`src/design/rgbc_pkg.sv`:
```
// Shared constants for the RGB nearest-centroid classifier.
package rgbc_pkg;

  localparam int NUM_CLASSES_DEF    = 7;
  localparam int COMPONENT_BITS_DEF = 10;

  // Writable centroid registers; a class beyond these keeps its reset centroid.
  localparam int NUM_REGS    = 7;
  localparam int MAX_CLASSES = 8;

  localparam int CLASS_BITS = 3;
  localparam int DIST_BITS  = 22;

  localparam logic [DIST_BITS-1:0] DIST_MAX = {DIST_BITS{1'b1}};

endpackage

```
`src/design/rgbc_argmin.sv`:
```
// Three-level compare tree picking the smallest distance; lower index wins ties.
module rgbc_argmin #(
  parameter int NUM_CLASSES = rgbc_pkg::NUM_CLASSES_DEF,
  parameter int DIST_W      = 2 * rgbc_pkg::COMPONENT_BITS_DEF + 2
) (
  input  logic [DIST_W-1:0]               cand_dist [NUM_CLASSES],
  output logic [rgbc_pkg::CLASS_BITS-1:0] min_idx,
  output logic [DIST_W-1:0]               min_dist
);

  localparam int LEAVES = rgbc_pkg::MAX_CLASSES;
  localparam int CW     = rgbc_pkg::CLASS_BITS;

  logic              l0_v [LEAVES];
  logic [CW-1:0]     l0_i [LEAVES];
  logic [DIST_W-1:0] l0_d [LEAVES];
  logic              l1_v [LEAVES/2];
  logic [CW-1:0]     l1_i [LEAVES/2];
  logic [DIST_W-1:0] l1_d [LEAVES/2];
  logic              l2_v [LEAVES/4];
  logic [CW-1:0]     l2_i [LEAVES/4];
  logic [DIST_W-1:0] l2_d [LEAVES/4];
  logic              take_r1 [LEAVES/2];
  logic              take_r2 [LEAVES/4];
  logic              take_r3;

  always_comb begin
    // leaves; unused slots are marked empty
    for (int i = 0; i < LEAVES; i++) begin
      l0_v[i] = 1'b0;
      l0_i[i] = CW'(i);
      l0_d[i] = '0;
      if (i < NUM_CLASSES) begin
        l0_v[i] = 1'b1;
        l0_d[i] = cand_dist[i];
      end
    end
    // right side replaces left only when strictly smaller
    for (int i = 0; i < LEAVES/2; i++) begin
      take_r1[i] = l0_v[2*i+1] && (!l0_v[2*i] || (l0_d[2*i+1] < l0_d[2*i]));
      l1_v[i]    = l0_v[2*i] || l0_v[2*i+1];
      l1_i[i]    = take_r1[i] ? l0_i[2*i+1] : l0_i[2*i];
      l1_d[i]    = take_r1[i] ? l0_d[2*i+1] : l0_d[2*i];
    end
    for (int i = 0; i < LEAVES/4; i++) begin
      take_r2[i] = l1_v[2*i+1] && (!l1_v[2*i] || (l1_d[2*i+1] < l1_d[2*i]));
      l2_v[i]    = l1_v[2*i] || l1_v[2*i+1];
      l2_i[i]    = take_r2[i] ? l1_i[2*i+1] : l1_i[2*i];
      l2_d[i]    = take_r2[i] ? l1_d[2*i+1] : l1_d[2*i];
    end
    take_r3  = l2_v[1] && (!l2_v[0] || (l2_d[1] < l2_d[0]));
    min_idx  = take_r3 ? l2_i[1] : l2_i[0];
    min_dist = take_r3 ? l2_d[1] : l2_d[0];
  end

endmodule

```
`config.mk`:
```
export PLATFORM = sky130hd
export DESIGN_NAME = rgbc_argmin
export DESIGN_NICKNAME = d
export VERILOG_FILES = /design/src/design/rgbc_pkg.sv /design/src/design/rgbc_argmin.sv
export SDC_FILE = /design/constraint.sdc
export NUM_CORES = 1
export LEC_CHECK = 0
export ABC_AREA = 0
export BUFFER_PORTS_ARGS = -buffer_cell sky130_fd_sc_hd__buf_2
export CAP_MARGIN = 20
export CORE_AREA = 4 4 109 111
export DETAILED_ROUTE_END_ITERATION = 16
export DIE_AREA = 0 0 113 115
export GPL_TIMING_DRIVEN = 1
export PLACE_DENSITY = 0.72
export SLEW_MARGIN = 20
export SYNTH_ARGS = -nofsm -noshare
export SYNTH_HDL_FRONTEND = slang
export SYNTH_SLANG_ARGS = --single-unit
```
`constraint.sdc`:
```
create_clock -name vclk -period 29.5
set_input_delay 5.9 -clock vclk [all_inputs]
set_output_delay 5.9 -clock vclk [all_outputs]
set_load 0.03 [all_outputs]
```
==> metrics.yaml <==
yosys:
  synth_commonest_cells: "inv_1, ha_1, a21oi_1, mux2i_1"
  yosysMostFrequentCell: "inv_1"
  synth.area.top_cells: "ha_1, mux2i_1, inv_1"
  syn_area_per_cell_um2: 6.901
  syn-num-nets: 974
  yosysTopAreaCell: "ha_1"
  yosysWarnings: 0
  syn-cell-area_mm2: 0.004790
  netlist-cell-type-count: 53
  ys_seq_area_share_pct: 0
  yosysTopAreaCellShare_pct: 32.92
  netlist_instances: 694
placed_design:
  dp_slack_ns: 10.19
  dp_hpwl_um: 12650
  place.gp.congestion: 0.9205
  io_buffers: 179
critical_path:
  critPathCaptureType: "primary output"
  cp.depth: 28
  crit_path_frequent_cell: "a21o_1"
  critical_path_buf_inv_count: 5
  cp.arrival_ns: 13.55
  critical_path.startpoint: "cand_dist[121]"
  crit_required_ns: 23.60
  path_class: "primary input to primary output"
  startpoint_type: "primary input"
  crit_family: "compound AO/OA/AOI/OAI gates"
  critPathMaxFanout: 35
  cpPeakStageDelay_ns: 0.60
  slowest_stage: "a21o_1"
outcome:
  outcome: "finished clean"
floorplan:
  dieArea_mm2: 0.01300
  rows: 38
  fp.dieW_um: 113
  start_util_pct: 44.38
  die_h_um: 115
  io-pin-count: 179
  core_area_mm2: 0.01079
drt:
  drc: 0
  viasPerCell: 5.219
  drt-pass1-iter-count: 4
  drtIter0Drc: 218
  vias: 5203
  drtAntennaViolNets: 0
  drt_wl_total_um: 13920
  wl_per_cell_um: 13.96
min_path:
  holdPathStages: 4
  hold_start: "cand_dist[3]"
  hold_end: "min_dist[3]"
  hold_class: "primary input to primary output"
sta:
  finalSetupViolCount: 0
  finalWorstSetupSlack_ns: 10.05
  fin_tns_setup_ns: 0
  slew_viol_final: 0
  fmax_mhz: 51.41
  fin_crit_sh_pct: 65.93
  slew_headroom_pct: 47.75
  hold_viol: 0
  grt_setup_unrepaired: "false"
  tightest_slew_ns: 0.7838
  timing.final.crit_period_ns: 19.45
job:
  maxCapViolations: 0
power_and_ir_drop:
  leakage_nw: 3.613
  p_per_area_mw_per_mm2: 41.89
  vdd_drop_max_uv: 43.17
grt:
  grt_max_degree: 36
  grt_pass1_vias: 5004
  grt_overflow_total: 0
  grt_pass1_wl_um: 22040
  grt_antenna_before_repair: 0
  track_usage_pct: 20.00
final_layout:
  design.seq.count: 0
  insertedDiodeCount: 0
  regArea_um2: 0
  nFillCells: 1117
  n_clock_buffer: 0
  drive_gt1_share_pct: 22.64
  synthToLayoutAreaGrowth_pct: 21.16
  nNetsFinal: 1139
cts:
  cts_setup_buffers: 0
  post_cts_resized: 0
  hold_buffers: 0
[through the flow]
step	instance area [um2]	total power [mW]	utilization, %	instances	hold slack [ns]
4_1_cts	5799	0.2442	53.73	997	12.34
6_report	5803	0.2431	53.77	997	12.33
3_5_place_dp	5799	0.2429	53.73	997	12.34
2_1_floorplan	4790	0.1797	-	694	12.19
5_1_grt	5803	0.2708	53.77	997	12.39
3_3_place_gp	5799	0.2413	53.73	997	12.33
[area by class of cell]
type / instances / area [um2] / share of cell area, %
multi-input combinational: 539 / 4188 / 72.16
timing repair buffer: 185 / 940.9 / 16.21
tap: 140 / 175.2 / 3.019
inverter: 133 / 499.2 / 8.603
[kinds of logic after synthesis]
logic type	Yosys count	share of synthesized area, %
AOI/OAI and AO/OA	199	25.78
adders and majority gates	126	32.92
buffers and inverters	155	12.70
muxes	66	13.82
and+or+nand+nor	148	14.79
[report_power, final]
group	switching [mW]	total (mW)	internal (mW)
combinational	0.151	0.243	0.0926
clock	0	0	0
sequential	0	0	0
total	0.151	0.243	0.0926
[layer usage]
layer | track usage (%) | wire [um] | up-vias
li1 | - | - | 2786
met1 | 26.97 | 6376 | 2276
met2 | 36.53 | 6774 | 131
met3 | 1.263 | 659 | 10
met4 | 1.603 | 111 | 0
met5 | 0 | 0 | -
[layout by cell type, fill, tap and decap left out, drive strengths merged, types with 16 or more instances in the layout]
master,n
buf,185
inv,133
ha,126
a21oi,78
mux2i,65
o21ai,45
nand2,45
nor2,42
a21o,34
nand4,16
[how the worst max path moves through the flow]
stage | endpoint | slack, ns
floorplan | min_dist[14] | 11.56
global placement | min_idx[1] | 10.26
detailed placement | min_idx[1] | 10.19
CTS | min_idx[1] | 10.15
global route | min_idx[1] | 9.35
finish | min_dist[8] | 10.05
Note: power is estimated with default switching activity, not from simulation.
