--- config.mk ---
export PLATFORM = sky130hd
export DESIGN_NAME = rgbc_dist
export DESIGN_NICKNAME = d
export VERILOG_FILES = /design/src/design/rgbc_pkg.sv /design/src/design/rgbc_dist.sv
export SDC_FILE = /design/constraint.sdc
export NUM_CORES = 1
export LEC_CHECK = 0
export ABC_AREA = 1
export BUFFER_PORTS_ARGS = -buffer_cell sky130_fd_sc_hd__buf_2
export CAP_MARGIN = 10
export CORE_AREA = 2 2 206 208
export DETAILED_ROUTE_END_ITERATION = 10
export DIE_AREA = 0 0 208 210
export GPL_TIMING_DRIVEN = 0
export SYNTH_ARGS = -nofsm -noshare
export SYNTH_HDL_FRONTEND = slang
export SYNTH_SLANG_ARGS = --single-unit
--- constraint.sdc ---
create_clock -name vclk -period 12.3
set_clock_uncertainty 0.05 [all_clocks]
set_input_delay 2.46 -clock vclk [all_inputs]
set_output_delay 2.46 -clock vclk [all_outputs]
set_load 0.02 [all_outputs]
--- src/design/rgbc_pkg.sv ---
// Shared constants for the RGB nearest-centroid classifier.
package rgbc_pkg;

  localparam int NUM_CLASSES_DEF    = 7;
  localparam int COMPONENT_BITS_DEF = 10;

  // Writable centroid registers; a class beyond these keeps its reset centroid.
  localparam int NUM_REGS    = 7;
  localparam int MAX_CLASSES = 8;

  localparam int CLASS_BITS = 3;
  localparam int DIST_BITS  = 22;

  localparam logic [DIST_BITS-1:0] DIST_MAX = {DIST_BITS{1'b1}};

endpackage

--- src/design/rgbc_dist.sv ---
// Squared Euclidean distance from one sample to one packed centroid.
module rgbc_dist #(
  parameter int COMPONENT_BITS = rgbc_pkg::COMPONENT_BITS_DEF
) (
  input  logic [COMPONENT_BITS-1:0]   red,
  input  logic [COMPONENT_BITS-1:0]   green,
  input  logic [COMPONENT_BITS-1:0]   blue,
  input  logic [3*COMPONENT_BITS-1:0] centroid,
  output logic [2*COMPONENT_BITS+1:0] sq_dist
);

  localparam int CB = COMPONENT_BITS;
  localparam int SW = 2 * CB;
  localparam int DW = 2 * CB + 2;

  logic [CB-1:0] c_r, c_g, c_b;
  logic [CB-1:0] d_r, d_g, d_b;
  logic [SW-1:0] sq_r, sq_g, sq_b;

  assign c_r = centroid[CB-1:0];
  assign c_g = centroid[2*CB-1:CB];
  assign c_b = centroid[3*CB-1:2*CB];

  // absolute differences
  assign d_r = (c_r >= red)   ? (c_r - red)   : (red - c_r);
  assign d_g = (c_g >= green) ? (c_g - green) : (green - c_g);
  assign d_b = (c_b >= blue)  ? (c_b - blue)  : (blue - c_b);

  assign sq_r = SW'(d_r) * SW'(d_r);
  assign sq_g = SW'(d_g) * SW'(d_g);
  assign sq_b = SW'(d_b) * SW'(d_b);

  assign sq_dist = DW'(sq_r) + DW'(sq_g) + DW'(sq_b);

endmodule

==> key figures <==
Synthesis
  – Adder-cell share of the synthesized area: 54.49%
  – Yosys top cell area share: 36.35%
  – Mapped Area: 12,280 sq um
  – Area leader, netlist: fa_1
  – Sequential share of the synthesized area: 0%
  – Syn Area/Cell: 7.376 sq um
  – Gate Count Post-Synth: 1,665
  – Mapped Nets: 2,126
  – YS warnings: 0
  – Simple-gate share of the synthesized area: 21.18%
  – XOR/XNOR share of the synthesized area: 3.281%
  – Largest cells by area after synthesis: fa_1 (36%), ha_1 (18%), inv_1 (14%)
  – Post-synthesis cell type count: 39
  – Post-synthesis mux area share: 0%
  – Post-synthesis compound-gate area fraction: 4.952%
  – Largest family of logic cells by synthesized area: adder cells

Global routing
  – Largest net degree at the start of global routing: 12
  – Global-route wire length before repair: 50,590 um
  – M1 GR Usage: 17.84%
  – Initial antenna violation count: 0
  – Most Crowded Layer GR: met2
  – GR Layer Usage met2: 26.46%
  – Vias in the first global route: 10.64k
  – Grt met3 use: 0.2086%
  – Gr ovfl total: 0
  – GRT Overall Usage: 13.84%

Layout
  – Layout Nets: 2,308
  – Clock buf count: 0
  – Final core occ: 36.84%
  – Layout cells sized above 1: 25.42%
  – Sequential cell area: 0 sq um
  – Non-filler cells, final: 2,384
  – FF+latch count: 0
  – Area Growth Syn to Fin: 24.44%
  – Ant diodes: 0

Run status
  – Status: completed

Worst setup path
  – CP Data Arrival Time: 9.77 ns
  – Setup crit end: sq_dist[19]
  – CP top delay family: adder cells
  – Critical path class: input pin to primary output
  – Startpoint Class: input pin
  – Worst-path cell with the longest stage delay: fa_2
  – Max stage delay on crit path: 0.57 ns
  – Crit. End Element: primary output
  – Worst path required time: 9.79 ns
  – Worst setup path startpoint: centroid[0]
  – CP most frequent cell: fa_2
  – WP buf/inv: 13
  – Crit. path cell count: 39
  – Critical Path Fanout Max: 5

Routing
  – DRC viols: 0
  – Drt initial violations: 392
  – Wire per inst: 12.97 um
  – Drt via density: 4.466
  – DR pass1 iterations: 6
  – Via count: 10.65k
  – Remaining antenna violation count: 0
  – Routed wire length: 30,910 um

Floorplan
  – Core Region: 41,480 sq um
  – I/O pin total: 82
  – Site Rows: 75
  – Die area: 43,680 sq um
  – Die X: 208 um
  – Die Y: 210 um
  – Starting Density: 29.61%

Placed design
  – Dpl cells: 2,286
  – Post-DP HPWL: 26,660 um
  – RePlAce Congestion: 0.8620
  – Port Buf Inserts: 82

STA
  – Least-Margin Pin Slew: 0.5723 ns
  – Final min period: 12.28 ns
  – Unrepaired setup endpoints after global routing: yes
  – Fmax: 0.08144 GHz
  – Period Utilization, post-route: 99.83%
  – Hold Vio Cnt, Final: 0
  – Worst slew margin: 61.84%
  – Pins Over Slew Limit: 0
  – Final setup viols: 0
  – Setup TNS: 0 ns

Clocking
  – CTS Hold Bufs: 0

Flow run
  – Max_cap viols: 0

Worst hold path
  – HP Class: input pin to primary output
worst min path at each step:
| stage | startpoint | to | slack (ns) | depth (start not counted) |
|---|---|---|---|---|
| after floorplan | centroid[10] | sq_dist[0] | 5.23 | 3 |
| after global placement | centroid[10] | sq_dist[0] | 5.51 | 5 |
| after detailed placement | centroid[10] | sq_dist[0] | 5.52 | 5 |
| after CTS | centroid[10] | sq_dist[0] | 5.52 | 5 |
| after global routing | centroid[10] | sq_dist[0] | 5.56 | 5 |
| final | centroid[10] | sq_dist[0] | 5.52 | 5 |
area by class of cell:
class,count,area [sq um]
Buffer,18,166.4
Fill cell,4331,26200
Tap cell,539,674.4
Multi-Input combinational cell,1152,11250
Timing Repair Buffer,181,1290
Inverter,494,1899
cells by family after synthesis:
family,Yosys count
XOR/XNOR,46
buffers and inverters,513
adder cells (fa/ha/maj),401
AND/OR/NAND/NOR,603
AO/OA/AOI/OAI,102
worst min-delay path: stages:
cell,delay [ns]
buf_2,0.09
ha_1,0.20
fa_1,0.18
inv_1,0.03
buf_2,0.14
Yosys cell counts:
| library cell | number |
|---|---|
| o211ai_1 | 2 |
| nor3_2 | 1 |
| fa_1 | 223 |
| inv_4 | 1 |
| ha_1 | 178 |
| clkbuf_1 | 2 |
| nand4_1 | 17 |
| o21bai_1 | 8 |
| a21oi_4 | 1 |
| o21ai_1 | 7 |
| buf_2 | 9 |
| o21ai_4 | 2 |
| a21oi_2 | 3 |
| nor4_1 | 1 |
| buf_6 | 2 |
| nand4_2 | 1 |
| nand2_4 | 6 |
| o21ai_2 | 1 |
| nand2b_1 | 1 |
| inv_1 | 472 |
| a21o_1 | 2 |
| a21boi_0 | 1 |
| nand2_1 | 299 |
| buf_4 | 6 |
| inv_2 | 21 |
| nor2_4 | 2 |
| xor2_1 | 31 |
| nand3_1 | 69 |
| o21a_1 | 5 |
| a21oi_1 | 50 |
| nand2_2 | 29 |
| xnor2_1 | 15 |
| or2_2 | 2 |
| a31oi_1 | 3 |
| nor3_1 | 5 |
| nand3_2 | 4 |
| nor2_1 | 158 |
| o21ai_0 | 17 |
| nor2_2 | 8 |
per-layer routing:
metal  wire (um)  up-vias  share of wire, %
li1            -     5248                 -
met1       13200     5232                43
met2       16490      138                53
met3         648       28               2.1
met4         575        0               1.9
met5           0        -                 0
cells in the final DEF, fill, tap and decap left out, types with 3 or more instances in the layout:
cell type	n
a21oi_1	37
o21ai_0	6
nand2_4	20
nand2_2	46
xor2_1	25
buf_4	96
o21ai_4	4
buf_2	74
nand3_1	58
buf_12	3
inv_4	12
ha_1	148
ha_4	19
fa_1	207
a21oi_2	12
nor3_1	5
inv_6	3
fa_2	16
nand4_1	17
nor2_4	15
nor2_1	120
xor2_2	5
nand2_8	3
ha_2	11
nand3_2	14
a21oi_4	5
o21bai_1	8
o21ai_1	10
inv_2	37
o21ai_2	7
buf_6	20
nor2_2	33
inv_1	442
o21a_1	5
buf_8	3
xnor2_1	14
nand2_1	265
through the flow:
| step | setup slack (ns) | instance area [sq um] | hold WS (ns) |
|---|---|---|---|
| 2_1_floorplan | 0.3327 | 12280 | 5.232 |
| 3_3_place_gp | -0.7826 | 13370 | 5.508 |
| 3_5_place_dp | -0.7860 | 13370 | 5.515 |
| 4_1_cts | 0.0001696 | 14440 | 5.521 |
| 5_1_grt | -0.3083 | 15280 | 5.562 |
| 6_report | 0.02105 | 15280 | 5.518 |
timing repair:
action	CTS	global route
pin swaps	80	99
endpoints found under the setup margin	15	14
gates cloned	1	1
endpoints found under the hold margin	0	0
resized for setup	174	143
setup buffers	55	44
Power is left out: the tool's default activity adds up to more than one toggle a clock period on the data nets, which glitch-free logic cannot reach.
